==> src/rtl/core/wual_pkg.sv <==
// ----------------------------------------------------------------------------
// wual_pkg
// Shared types, widths and level helpers of the antialiased line stepper.
// ----------------------------------------------------------------------------
package wual_pkg;

    localparam int COORD_BITS = 11;
    localparam int FRAC_BITS  = 16;
    localparam int LEVEL_BITS = 8;
    localparam int ACC_BITS   = COORD_BITS + FRAC_BITS + 1;
    localparam int QUOT_BITS  = FRAC_BITS + 1;
    localparam int GRAD_BITS  = FRAC_BITS + 2;
    localparam int REM_BITS   = COORD_BITS + 1;
    localparam int DIV_CNT_BITS = $clog2(QUOT_BITS);

    localparam logic [LEVEL_BITS-1:0] LEVEL_RESET = LEVEL_BITS'(100);

    localparam int CMD_DEPTH    = 2;
    localparam int CMD_PTR_BITS = $clog2(CMD_DEPTH);
    localparam int CMD_CNT_BITS = $clog2(CMD_DEPTH + 1);
    localparam int OUT_DEPTH    = 2;
    localparam int OUT_PTR_BITS = $clog2(OUT_DEPTH);
    localparam int OUT_CNT_BITS = $clog2(OUT_DEPTH + 1);

    typedef logic [COORD_BITS-1:0] coord_t;

    typedef enum logic {
        CMD_START = 1'b0,
        CMD_STEP  = 1'b1
    } cmd_op_t;

    // classified command as it waits between front and back
    typedef struct packed {
        cmd_op_t op;
        logic    single;
        logic    axis;
        logic    steep;
        logic    neg;
        coord_t  num_mag;
        coord_t  den;
        coord_t  major0;
        coord_t  major1;
        coord_t  minor0;
        coord_t  final_x;
        coord_t  final_y;
    } cmd_t;

    typedef struct packed {
        coord_t                x;
        coord_t                y;
        logic [LEVEL_BITS-1:0] lvl;
        logic                  done;
    } res_t;

    typedef struct packed {
        logic   start;
        coord_t num_mag;
        coord_t den;
    } div_req_t;

    typedef struct packed {
        logic                 done;
        logic [QUOT_BITS-1:0] quot;
    } div_rsp_t;

    // (255 * frac) >> FRAC_BITS
    function automatic logic [LEVEL_BITS-1:0] level_lo(input logic [FRAC_BITS-1:0] frac);
        logic [FRAC_BITS+LEVEL_BITS-1:0] prod;
        prod = {frac, LEVEL_BITS'(0)} - {LEVEL_BITS'(0), frac};
        return prod[FRAC_BITS+LEVEL_BITS-1:FRAC_BITS];
    endfunction

    // (255 * (2^FRAC_BITS - frac)) >> FRAC_BITS
    function automatic logic [LEVEL_BITS-1:0] level_hi(input logic [FRAC_BITS-1:0] frac);
        logic [FRAC_BITS:0]              inv;
        logic [FRAC_BITS+LEVEL_BITS:0]   prod;
        inv  = {1'b1, FRAC_BITS'(0)} - {1'b0, frac};
        prod = {inv, LEVEL_BITS'(0)} - {LEVEL_BITS'(0), inv};
        return prod[FRAC_BITS+LEVEL_BITS-1:FRAC_BITS];
    endfunction

endpackage

==> src/rtl/core/wual_front.sv <==
// ----------------------------------------------------------------------------
// wual_front
// Accepts commands, orders the endpoints along the major axis and queues the
// classified command for the back end.
// ----------------------------------------------------------------------------
module wual_front
    import wual_pkg::*;
(
    input  logic   clk,
    input  logic   rst_n,
    input  logic   push,
    output logic   full,
    input  logic   command,
    input  coord_t start_x,
    input  coord_t start_y,
    input  coord_t end_x,
    input  coord_t end_y,
    output logic   cmd_valid,
    output cmd_t   cmd_head,
    input  logic   cmd_pop
);

    cmd_t                    slot_reg [CMD_DEPTH];
    logic [CMD_PTR_BITS-1:0] wr_ptr_reg, wr_ptr_next;
    logic [CMD_PTR_BITS-1:0] rd_ptr_reg, rd_ptr_next;
    logic [CMD_CNT_BITS-1:0] count_reg, count_next;

    logic   dx_neg, dy_neg, steep, swap_ends;
    coord_t adx, ady, sx0, sy0, sx1, sy1, minor1;
    cmd_t   cls;
    logic   wr_en, rd_en;

    always_comb
    begin
        dx_neg    = end_x < start_x;
        dy_neg    = end_y < start_y;
        adx       = dx_neg ? start_x - end_x : end_x - start_x;
        ady       = dy_neg ? start_y - end_y : end_y - start_y;
        // equal slopes and vertical lines go the steep way
        steep     = ady >= adx;
        swap_ends = steep ? dy_neg : dx_neg;
        sx0       = swap_ends ? end_x   : start_x;
        sy0       = swap_ends ? end_y   : start_y;
        sx1       = swap_ends ? start_x : end_x;
        sy1       = swap_ends ? start_y : end_y;
        minor1    = steep ? sx1 : sy1;

        cls.op      = cmd_op_t'(command);
        cls.single  = (adx == '0) && (ady == '0);
        cls.axis    = (adx == '0) || (ady == '0);
        cls.steep   = steep;
        cls.major0  = steep ? sy0 : sx0;
        cls.major1  = steep ? sy1 : sx1;
        cls.minor0  = steep ? sx0 : sy0;
        cls.neg     = minor1 < cls.minor0;
        cls.num_mag = steep ? adx : ady;
        cls.den     = steep ? ady : adx;
        cls.final_x = sx1;
        cls.final_y = sy1;
    end

    assign full      = count_reg == CMD_CNT_BITS'(CMD_DEPTH);
    assign cmd_valid = count_reg != '0;
    assign cmd_head  = slot_reg[rd_ptr_reg];
    assign wr_en     = push && !full;
    assign rd_en     = cmd_pop && cmd_valid;

    always_comb
    begin
        wr_ptr_next = wr_ptr_reg;
        rd_ptr_next = rd_ptr_reg;
        count_next  = count_reg;
        if (wr_en)
        begin
            wr_ptr_next = (wr_ptr_reg == CMD_PTR_BITS'(CMD_DEPTH - 1)) ? '0
                        : wr_ptr_reg + CMD_PTR_BITS'(1);
        end
        if (rd_en)
        begin
            rd_ptr_next = (rd_ptr_reg == CMD_PTR_BITS'(CMD_DEPTH - 1)) ? '0
                        : rd_ptr_reg + CMD_PTR_BITS'(1);
        end
        if (wr_en && !rd_en)
        begin
            count_next = count_reg + CMD_CNT_BITS'(1);
        end
        else if (rd_en && !wr_en)
        begin
            count_next = count_reg - CMD_CNT_BITS'(1);
        end
    end

    always_ff @(posedge clk or negedge rst_n)
    begin
        if (!rst_n)
        begin
            wr_ptr_reg <= '0;
            rd_ptr_reg <= '0;
            count_reg  <= '0;
        end
        else
        begin
            wr_ptr_reg <= wr_ptr_next;
            rd_ptr_reg <= rd_ptr_next;
            count_reg  <= count_next;
        end
    end

    always_ff @(posedge clk)
    begin
        if (wr_en)
        begin
            slot_reg[wr_ptr_reg] <= cls;
        end
    end

endmodule

==> src/rtl/core/wual_div.sv <==
// ----------------------------------------------------------------------------
// wual_div
// Restoring divider for the gradient: (num_mag << FRAC_BITS) / den, one
// quotient bit per cycle, num_mag never above den.
// ----------------------------------------------------------------------------
module wual_div
    import wual_pkg::*;
(
    input  logic     clk,
    input  logic     rst_n,
    input  div_req_t req,
    output div_rsp_t rsp
);

    logic [REM_BITS-1:0]     rem_reg, rem_next;
    coord_t                  den_reg, den_next;
    logic [QUOT_BITS-1:0]    quot_reg, quot_next;
    logic [DIV_CNT_BITS-1:0] cnt_reg, cnt_next;
    logic                    busy_reg, busy_next;
    logic                    done_reg, done_next;

    logic [REM_BITS-1:0] trial;
    logic                ge;

    always_comb
    begin
        // integer bit first without a shift, then one fraction bit a cycle
        trial = (cnt_reg == '0) ? rem_reg : {rem_reg[REM_BITS-2:0], 1'b0};
        ge    = trial >= {1'b0, den_reg};

        rem_next  = rem_reg;
        den_next  = den_reg;
        quot_next = quot_reg;
        cnt_next  = cnt_reg;
        busy_next = busy_reg;
        done_next = 1'b0;
        if (req.start)
        begin
            rem_next  = {1'b0, req.num_mag};
            den_next  = req.den;
            quot_next = '0;
            cnt_next  = '0;
            busy_next = 1'b1;
        end
        else if (busy_reg)
        begin
            rem_next  = ge ? trial - {1'b0, den_reg} : trial;
            quot_next = {quot_reg[QUOT_BITS-2:0], ge};
            cnt_next  = cnt_reg + DIV_CNT_BITS'(1);
            if (cnt_reg == DIV_CNT_BITS'(QUOT_BITS - 1))
            begin
                busy_next = 1'b0;
                done_next = 1'b1;
            end
        end
    end

    always_ff @(posedge clk or negedge rst_n)
    begin
        if (!rst_n)
        begin
            cnt_reg  <= '0;
            busy_reg <= 1'b0;
            done_reg <= 1'b0;
        end
        else
        begin
            cnt_reg  <= cnt_next;
            busy_reg <= busy_next;
            done_reg <= done_next;
        end
    end

    always_ff @(posedge clk)
    begin
        rem_reg  <= rem_next;
        den_reg  <= den_next;
        quot_reg <= quot_next;
    end

    assign rsp.done = done_reg;
    assign rsp.quot = quot_reg;

endmodule

==> src/rtl/core/wual_back.sv <==
// ----------------------------------------------------------------------------
// wual_back
// Line state and stepping: takes classified commands, runs the gradient
// division on a sloped start and writes pixels to the result queue.
// ----------------------------------------------------------------------------
module wual_back
    import wual_pkg::*;
(
    input  logic                  clk,
    input  logic                  rst_n,
    input  logic [LEVEL_BITS-1:0] cfg_level,
    input  logic                  cmd_valid,
    input  cmd_t                  cmd_head,
    output logic                  cmd_pop,
    output div_req_t              div_req,
    input  div_rsp_t              div_rsp,
    input  logic                  out_full,
    output logic                  out_wr,
    output res_t                  out_data
);

    typedef enum logic [3:0] {
        ST_IDLE  = 4'b0001,
        ST_DIV   = 4'b0010,
        ST_FIRST = 4'b0100,
        ST_PIX2  = 4'b1000
    } back_state_t;

    back_state_t          state_reg, state_next;
    logic                 active_reg, active_next;
    logic                 steep_reg, steep_next;
    logic                 axis_reg, axis_next;
    logic                 single_reg, single_next;
    logic                 neg_reg, neg_next;
    coord_t               major_pos_reg, major_pos_next;
    coord_t               major_end_reg, major_end_next;
    coord_t               minor0_reg, minor0_next;
    coord_t               final_x_reg, final_x_next;
    coord_t               final_y_reg, final_y_next;
    logic [ACC_BITS-1:0]  accum_reg, accum_next;
    logic [GRAD_BITS-1:0] grad_reg, grad_next;

    logic                 acc_neg;
    coord_t               mnr, major_inc;
    logic [FRAC_BITS-1:0] frac;
    logic [GRAD_BITS-1:0] quot_ext;
    logic [ACC_BITS-1:0]  grad_ext, accum_base;

    function automatic res_t make_pix(input logic steep, input coord_t major,
                                      input coord_t minor,
                                      input logic [LEVEL_BITS-1:0] lvl,
                                      input logic done);
        res_t r;
        r.x    = steep ? minor : major;
        r.y    = steep ? major : minor;
        r.lvl  = lvl;
        r.done = done;
        return r;
    endfunction

    always_comb
    begin
        acc_neg    = accum_reg[ACC_BITS-1];
        mnr        = acc_neg ? '0 : accum_reg[FRAC_BITS+COORD_BITS-1:FRAC_BITS];
        frac       = acc_neg ? '0 : accum_reg[FRAC_BITS-1:0];
        major_inc  = major_pos_reg + COORD_BITS'(1);
        quot_ext   = {1'b0, div_rsp.quot};
        grad_ext   = {{(ACC_BITS-GRAD_BITS){grad_reg[GRAD_BITS-1]}}, grad_reg};
        accum_base = {1'b0, minor0_reg, FRAC_BITS'(0)};

        state_next     = state_reg;
        active_next    = active_reg;
        steep_next     = steep_reg;
        axis_next      = axis_reg;
        single_next    = single_reg;
        neg_next       = neg_reg;
        major_pos_next = major_pos_reg;
        major_end_next = major_end_reg;
        minor0_next    = minor0_reg;
        final_x_next   = final_x_reg;
        final_y_next   = final_y_reg;
        accum_next     = accum_reg;
        grad_next      = grad_reg;
        cmd_pop        = 1'b0;
        div_req        = '0;
        out_wr         = 1'b0;
        out_data       = '0;

        unique case (state_reg)
            ST_IDLE:
            begin
                if (cmd_valid)
                begin
                    if (cmd_head.op == CMD_START)
                    begin
                        cmd_pop        = 1'b1;
                        steep_next     = cmd_head.steep;
                        axis_next      = cmd_head.axis;
                        single_next    = cmd_head.single;
                        neg_next       = cmd_head.neg;
                        major_pos_next = cmd_head.major0;
                        major_end_next = cmd_head.major1;
                        minor0_next    = cmd_head.minor0;
                        final_x_next   = cmd_head.final_x;
                        final_y_next   = cmd_head.final_y;
                        grad_next      = '0;
                        if (cmd_head.axis)
                        begin
                            state_next = ST_FIRST;
                        end
                        else
                        begin
                            div_req.start   = 1'b1;
                            div_req.num_mag = cmd_head.num_mag;
                            div_req.den     = cmd_head.den;
                            state_next      = ST_DIV;
                        end
                    end
                    else if (!active_reg)
                    begin
                        // step with no line in progress is dropped
                        cmd_pop = 1'b1;
                    end
                    else if (!out_full)
                    begin
                        cmd_pop        = 1'b1;
                        major_pos_next = major_inc;
                        out_wr         = 1'b1;
                        if (major_inc >= major_end_reg)
                        begin
                            active_next = 1'b0;
                            out_data    = '{x: final_x_reg, y: final_y_reg,
                                            lvl: cfg_level, done: 1'b1};
                        end
                        else if (axis_reg)
                        begin
                            out_data = make_pix(steep_reg, major_inc, mnr, cfg_level, 1'b0);
                        end
                        else
                        begin
                            out_data   = make_pix(steep_reg, major_inc, mnr,
                                                  level_lo(frac), 1'b0);
                            state_next = ST_PIX2;
                        end
                    end
                end
            end
            ST_DIV:
            begin
                if (div_rsp.done)
                begin
                    grad_next  = neg_reg ? -quot_ext : quot_ext;
                    state_next = ST_FIRST;
                end
            end
            ST_FIRST:
            begin
                if (!out_full)
                begin
                    out_wr      = 1'b1;
                    out_data    = make_pix(steep_reg, major_pos_reg, minor0_reg,
                                           cfg_level, single_reg);
                    active_next = !single_reg;
                    accum_next  = accum_base + grad_ext;
                    state_next  = ST_IDLE;
                end
            end
            ST_PIX2:
            begin
                if (!out_full)
                begin
                    // neighbour above the floor pixel, wraps in the coordinate width
                    out_wr     = 1'b1;
                    out_data   = make_pix(steep_reg, major_pos_reg, mnr + COORD_BITS'(1),
                                          level_hi(frac), 1'b0);
                    accum_next = accum_reg + grad_ext;
                    state_next = ST_IDLE;
                end
            end
            default:
            begin
                state_next = ST_IDLE;
            end
        endcase
    end

    always_ff @(posedge clk or negedge rst_n)
    begin
        if (!rst_n)
        begin
            state_reg     <= ST_IDLE;
            active_reg    <= 1'b0;
            steep_reg     <= 1'b0;
            axis_reg      <= 1'b0;
            single_reg    <= 1'b0;
            major_pos_reg <= '0;
            major_end_reg <= '0;
            accum_reg     <= '0;
            grad_reg      <= '0;
        end
        else
        begin
            state_reg     <= state_next;
            active_reg    <= active_next;
            steep_reg     <= steep_next;
            axis_reg      <= axis_next;
            single_reg    <= single_next;
            major_pos_reg <= major_pos_next;
            major_end_reg <= major_end_next;
            accum_reg     <= accum_next;
            grad_reg      <= grad_next;
        end
    end

    always_ff @(posedge clk)
    begin
        neg_reg     <= neg_next;
        minor0_reg  <= minor0_next;
        final_x_reg <= final_x_next;
        final_y_reg <= final_y_next;
    end

endmodule

==> src/rtl/core/wual_out_fifo.sv <==
// ----------------------------------------------------------------------------
// wual_out_fifo
// Small result queue between the back end and the pop side.
// ----------------------------------------------------------------------------
module wual_out_fifo
    import wual_pkg::*;
(
    input  logic clk,
    input  logic rst_n,
    input  logic wr,
    input  res_t wr_data,
    output logic out_full,
    output logic empty,
    input  logic pop,
    output res_t rd_data
);

    res_t                    slot_reg [OUT_DEPTH];
    logic [OUT_PTR_BITS-1:0] wr_ptr_reg, wr_ptr_next;
    logic [OUT_PTR_BITS-1:0] rd_ptr_reg, rd_ptr_next;
    logic [OUT_CNT_BITS-1:0] count_reg, count_next;
    logic                    wr_en, rd_en;

    assign out_full = count_reg == OUT_CNT_BITS'(OUT_DEPTH);
    assign empty    = count_reg == '0;
    assign rd_data  = slot_reg[rd_ptr_reg];
    assign wr_en    = wr && !out_full;
    assign rd_en    = pop && !empty;

    always_comb
    begin
        wr_ptr_next = wr_ptr_reg;
        rd_ptr_next = rd_ptr_reg;
        count_next  = count_reg;
        if (wr_en)
        begin
            wr_ptr_next = (wr_ptr_reg == OUT_PTR_BITS'(OUT_DEPTH - 1)) ? '0
                        : wr_ptr_reg + OUT_PTR_BITS'(1);
        end
        if (rd_en)
        begin
            rd_ptr_next = (rd_ptr_reg == OUT_PTR_BITS'(OUT_DEPTH - 1)) ? '0
                        : rd_ptr_reg + OUT_PTR_BITS'(1);
        end
        if (wr_en && !rd_en)
        begin
            count_next = count_reg + OUT_CNT_BITS'(1);
        end
        else if (rd_en && !wr_en)
        begin
            count_next = count_reg - OUT_CNT_BITS'(1);
        end
    end

    always_ff @(posedge clk or negedge rst_n)
    begin
        if (!rst_n)
        begin
            wr_ptr_reg <= '0;
            rd_ptr_reg <= '0;
            count_reg  <= '0;
        end
        else
        begin
            wr_ptr_reg <= wr_ptr_next;
            rd_ptr_reg <= rd_ptr_next;
            count_reg  <= count_next;
        end
    end

    always_ff @(posedge clk)
    begin
        if (wr_en)
        begin
            slot_reg[wr_ptr_reg] <= wr_data;
        end
    end

endmodule

==> src/rtl/core/wu_antialiased_line_stepper.sv <==
// path: a step's pixel goes through the command queue, then the result queue, to the
// result ports; a start's first pixel also goes through the back end's first-pixel state, and
// a sloped start waits for the serial gradient divider. A step writes one axis or end pixel
// or a pixel pair through the result queue's one-pixel-per-cycle write port, while not full
// reset: rst_n is asynchronous, active low; queues empty, no line active,
// endpoint level back to 100
// ----------------------------------------------------------------------------
// wu_antialiased_line_stepper
// Antialiased line stepper: command queue front end, stepping back end with a
// serial gradient divider, and a result queue.
// ----------------------------------------------------------------------------
module wu_antialiased_line_stepper
    import wual_pkg::*;
(
    input  logic                  clk,
    input  logic                  rst_n,
    input  logic                  cfg_we,
    input  logic [LEVEL_BITS-1:0] cfg_wdata,
    input  logic                  push,
    output logic                  full,
    input  logic                  command,
    input  coord_t                start_x,
    input  coord_t                start_y,
    input  coord_t                end_x,
    input  coord_t                end_y,
    output logic                  empty,
    input  logic                  pop,
    output coord_t                pixel_x,
    output coord_t                pixel_y,
    output logic [LEVEL_BITS-1:0] level,
    output logic                  line_done
);

    logic [LEVEL_BITS-1:0] level_reg;
    logic                  cmd_valid, cmd_pop;
    cmd_t                  cmd_head;
    div_req_t              div_req;
    div_rsp_t              div_rsp;
    logic                  out_full, out_wr;
    res_t                  out_data, rd_data;

    always_ff @(posedge clk or negedge rst_n)
    begin
        if (!rst_n)
        begin
            level_reg <= LEVEL_RESET;
        end
        else if (cfg_we)
        begin
            level_reg <= cfg_wdata;
        end
    end

    wual_front u_front (
        .clk       (clk),
        .rst_n     (rst_n),
        .push      (push),
        .full      (full),
        .command   (command),
        .start_x   (start_x),
        .start_y   (start_y),
        .end_x     (end_x),
        .end_y     (end_y),
        .cmd_valid (cmd_valid),
        .cmd_head  (cmd_head),
        .cmd_pop   (cmd_pop)
    );

    wual_div u_div (
        .clk   (clk),
        .rst_n (rst_n),
        .req   (div_req),
        .rsp   (div_rsp)
    );

    wual_back u_back (
        .clk       (clk),
        .rst_n     (rst_n),
        .cfg_level (level_reg),
        .cmd_valid (cmd_valid),
        .cmd_head  (cmd_head),
        .cmd_pop   (cmd_pop),
        .div_req   (div_req),
        .div_rsp   (div_rsp),
        .out_full  (out_full),
        .out_wr    (out_wr),
        .out_data  (out_data)
    );

    wual_out_fifo u_out_fifo (
        .clk      (clk),
        .rst_n    (rst_n),
        .wr       (out_wr),
        .wr_data  (out_data),
        .out_full (out_full),
        .empty    (empty),
        .pop      (pop),
        .rd_data  (rd_data)
    );

    assign pixel_x   = rd_data.x;
    assign pixel_y   = rd_data.y;
    assign level     = rd_data.lvl;
    assign line_done = rd_data.done;

    // back end never writes a beat into a full result queue
    a_no_out_overflow: assert property (@(posedge clk) disable iff (!rst_n)
        out_wr |-> !out_full)
        else $error("result beat written into full queue");

    // back end only takes a command that is present
    a_pop_valid: assert property (@(posedge clk) disable iff (!rst_n)
        cmd_pop |-> cmd_valid)
        else $error("command popped from empty queue");

    // divider reports a finished quotient for one cycle only
    a_div_pulse: assert property (@(posedge clk) disable iff (!rst_n)
        div_rsp.done |=> !div_rsp.done)
        else $error("divider done held longer than one cycle");

    // a new division never starts while the previous result is being reported
    a_div_no_overlap: assert property (@(posedge clk) disable iff (!rst_n)
        div_req.start |-> !div_rsp.done)
        else $error("division started while a result was pending");

endmodule
==> config.mk <==
export PLATFORM = sky130hd
export DESIGN_NAME = wu_antialiased_line_stepper
export DESIGN_NICKNAME = d
export VERILOG_FILES = /design/src/rtl/core/wual_pkg.sv /design/src/rtl/core/wual_front.sv /design/src/rtl/core/wual_div.sv /design/src/rtl/core/wual_back.sv /design/src/rtl/core/wual_out_fifo.sv /design/src/rtl/core/wu_antialiased_line_stepper.sv
export SDC_FILE = /design/constraint.sdc
export NUM_CORES = 1
export LEC_CHECK = 0
export ABC_AREA = 1
export BUFFER_PORTS_ARGS = -buffer_cell sky130_fd_sc_hd__clkbuf_2
export CAP_MARGIN = 20
export CORE_MARGIN = 2
export CORE_UTILIZATION = 52
export DETAILED_ROUTE_END_ITERATION = 10
export PLACE_DENSITY = 0.74
export SLEW_MARGIN = 10
export SYNTH_ARGS = -nofsm -noshare
export SYNTH_HDL_FRONTEND = slang
export SYNTH_HIERARCHICAL = 1
export SYNTH_SLANG_ARGS = --single-unit
==> constraint.sdc <==
create_clock -name clk -period 10.05 [get_ports clk]
set_input_delay 1.005 -clock clk [delete_from_list [all_inputs] [get_ports clk]]
set_output_delay 1.005 -clock clk [all_outputs]
set_load 0.005 [all_outputs]
==> out/qor.txt <==
Status = complete, no violations
CP max-delay cell = nand2_4
Buffers added on ports = 90
# clock sinks = 399
Cts repair resizes = 0
Starting Density = 0.524
Nets = 3,695
Remaining DRCs = 0
Crit-path most repeated cell = nand2_1
Logic pwr share = 0.546
# IOs = 91
Syn. warnings = 6
Max_slew headroom = 0.249
Area after DPL = 27,600 um2
Worst setup EP type = flip-flop
DRT antenna net count = 0
DPL Wire Length = 51,000 um
Die area = 53,200 um2
Crit Path Category = primary input to flip-flop
Final period util = 0.570
Critical Path Fanout Max = 83
Max_cap viols = 0
Fin area = 29,100 um2
Seq cells post-synth = 399
VDD IR max = 0.000148 V
Depth of the CTS H-tree = 2
Core ar. = 51,000 um2
Grt ovf = 0
CTS Buffer Depth = 3
Die width = 231 um
Routed WL = 68,100 um
Layout cells sized above 1 = 0.110
Area leader, netlist = edfxtp_1
Largest cells by area after synthesis = edfxtp_1, nand2_1, dfrtp_1
Final Skew = 0.0284 ns
Synth Flop Type = edfxtp_1
Row cnt = 83
Post-route minimum period = 5.72 ns
GRT Util Overall = 0.256
RSZ-0062 raised after global routing = false
Clock power frac = 0.164
Fraction of registers with async set/reset = 0.248
Initial antenna violation count = 1
Inserted Clock Buffers = 42
Post-synth EDFFs = 282
WP buf/inv = 5
Die Y = 231 um
Clk_lat worst skew = 0.59 ns
Crit path DAT = 6.16 ns
Pin count of the biggest net entering global routing = 87
Syn Area/Cell = 7.73 um2
Final Hold Fails = 0
Achievable frequency = 175 MHz
Hold_buf cts = 0
Overall Power = 10.2 mW
Number of flip-flops in the largest register = 164
Setup_tns = 0 ns
Critical Path Max Stage Delay = 0.71 ns
P&R area growth vs syn = 8.90%
Leak = 13.8 nW
Vias = 22,615
First-pass DRT Iterations = 8
Sequential power share = 0.291
Clock Pin Slew Worst Setup and Hold Paths = 0.06 ns
Number of global-route vias before repair = 21,032
CTS root buf = clkbuf_16
WL/cell = 16.2 um
Setup Buffers After CTS = 0
Synth Cell Area = 26,700 um2
Crit start category = primary input
Reg2Reg Depth = 20
Max Slew Vio Count = 0
Min Hold Slack = 0.420 ns
Ant diodes = 0
Cells after Synth = 3,452
Power Dens Cells = 351 nW/um2
Worst Tran Pin Value = 1.12 ns
P_int = 5.34 mW
Crit path depth = 32
Final setup viols = 0
TritonCTS clock tree = built
Netlist cell types = 60
Required time worst endpoint = 10.48 ns
Final GP Congestion = 0.970
First-pass GRT wire length = 109,000 um
Family with the most delay on the worst path = simple AND/OR/NAND/NOR gates
Seq/Total Area, Yosys = 0.424
Worst hold-check path type = primary input to asynchronous set/reset pin
Post-synth top area share = 0.317
Post-synth net total = 3,657
Initial DRC count = 1,823
Psw = 4.86 mW
Sw frac = 0.477
Vias per cell = 5.38
cell usage after synthesis (all sizes together), types with 9 or more instances:
cell / instances
a21o: 16
a21oi: 172
a31oi: 14
buf: 54
clkbuf: 63
dfrtp: 95
dfxtp: 18
edfxtp: 282
ha: 140
inv: 417
nand2: 1149
nand3: 169
nand3b: 9
nand4: 24
nor2: 280
nor3: 19
o211ai: 29
o21a: 13
o21ai: 310
o221ai: 12
o22ai: 32
xnor2: 19
xor2: 65
worst paths after layout:
path / startpoint / endpoint / slack [ns]
max: start_y[2] / u_front/slot_reg[0][77] / 4.33
min: rst_n / u_back/accum_reg[25] / 0.42
max reg2reg: u_back/major_pos_reg[0] / u_out_fifo/slot_reg[1][2] / 5.53
min reg2reg: level_reg[5] / level_reg[5] / 0.47
max in group asynchronous: rst_n / u_front/rd_ptr_reg / 8.31
min in group clk: level_reg[5] / level_reg[5] / 0.47
metal layers:
layer  part of all wire  vias to the layer above  wire (um)  track usage
met1               0.43                    10398      29500        0.343
met5            0.00015                        -         10            0
met2               0.47                      676      31700        0.423
met3              0.068                      122       4600       0.0390
met4              0.032                        2       2180       0.0893
li1                   -                    11417          -            -
logic make-up after synthesis:
kind of cell | count (synthesis) | synth area share
simple gates | 1663 | 0.260
flops | 399 | 0.424
compound gates | 618 | 0.134
buf+inv | 541 | 0.0836
fa+ha+maj | 147 | 0.0709
xor+xnor | 84 | 0.0278
cell usage in the layout, fill, tap and decap left out, types with 53 or more instances in the layout:
master,instances
nand2_1,1093
inv_1,365
edfxtp_1,282
nor2_1,254
o21ai_0,217
a21oi_1,166
nand3_1,161
ha_1,140
dfrtp_1,94
clkbuf_2,89
xor2_1,64
o21ai_1,53
metrics by stage:
| stage | util | worst slack (ns) | std cells |
|---|---|---|---|
| detailed placement | 0.540 | 3.79 | 4125 |
| floorplan | - | 4.94 | 3452 |
| finish | 0.570 | 4.33 | 4204 |
| CTS | 0.570 | 4.40 | 4203 |
| global route | 0.570 | 3.77 | 4204 |
| global placement | 0.540 | 3.90 | 4125 |
power groups by stage:
stage          Combinational [mW]  Clock (mW)  Sequential [mW]
2_1_floorplan                4.25           0             2.90
3_3_place_gp                 5.42           0             2.98
3_5_place_dp                 5.49           0             2.99
4_1_cts                      5.53        1.70             2.96
5_1_grt                      6.31        1.76             3.02
6_report                     5.56        1.67             2.97
cell type report:
cell class | instances | area (um2)
inverter | 424 | 1590
fill | 4696 | 21900
clock inverter | 27 | 340
sequential | 399 | 11300
clock buffer | 51 | 1170
multi-input combinational | 2512 | 13200
tap | 680 | 851
timing repair buffer | 111 | 618
worst reg2reg max path, stage by stage (launching register included):
cell     delay [ns]
dfrtp_1        0.48
ha_1           0.24
nand3_1        0.13
nor2_1         0.15
nand2_1        0.10
nor3_1         0.18
nand2_1        0.10
nor2_1         0.12
xor2_1         0.32
inv_1          0.12
ha_1           0.33
a21oi_1        0.13
o21ai_0        0.10
a21oi_1        0.11
and3_1         0.15
buf_4          0.38
nand2_1        0.27
inv_1          0.33
o21ai_0        0.21
a22oi_1        0.20
nand2_1        0.11
No activity file was read; power rests on OpenSTA's default activity.
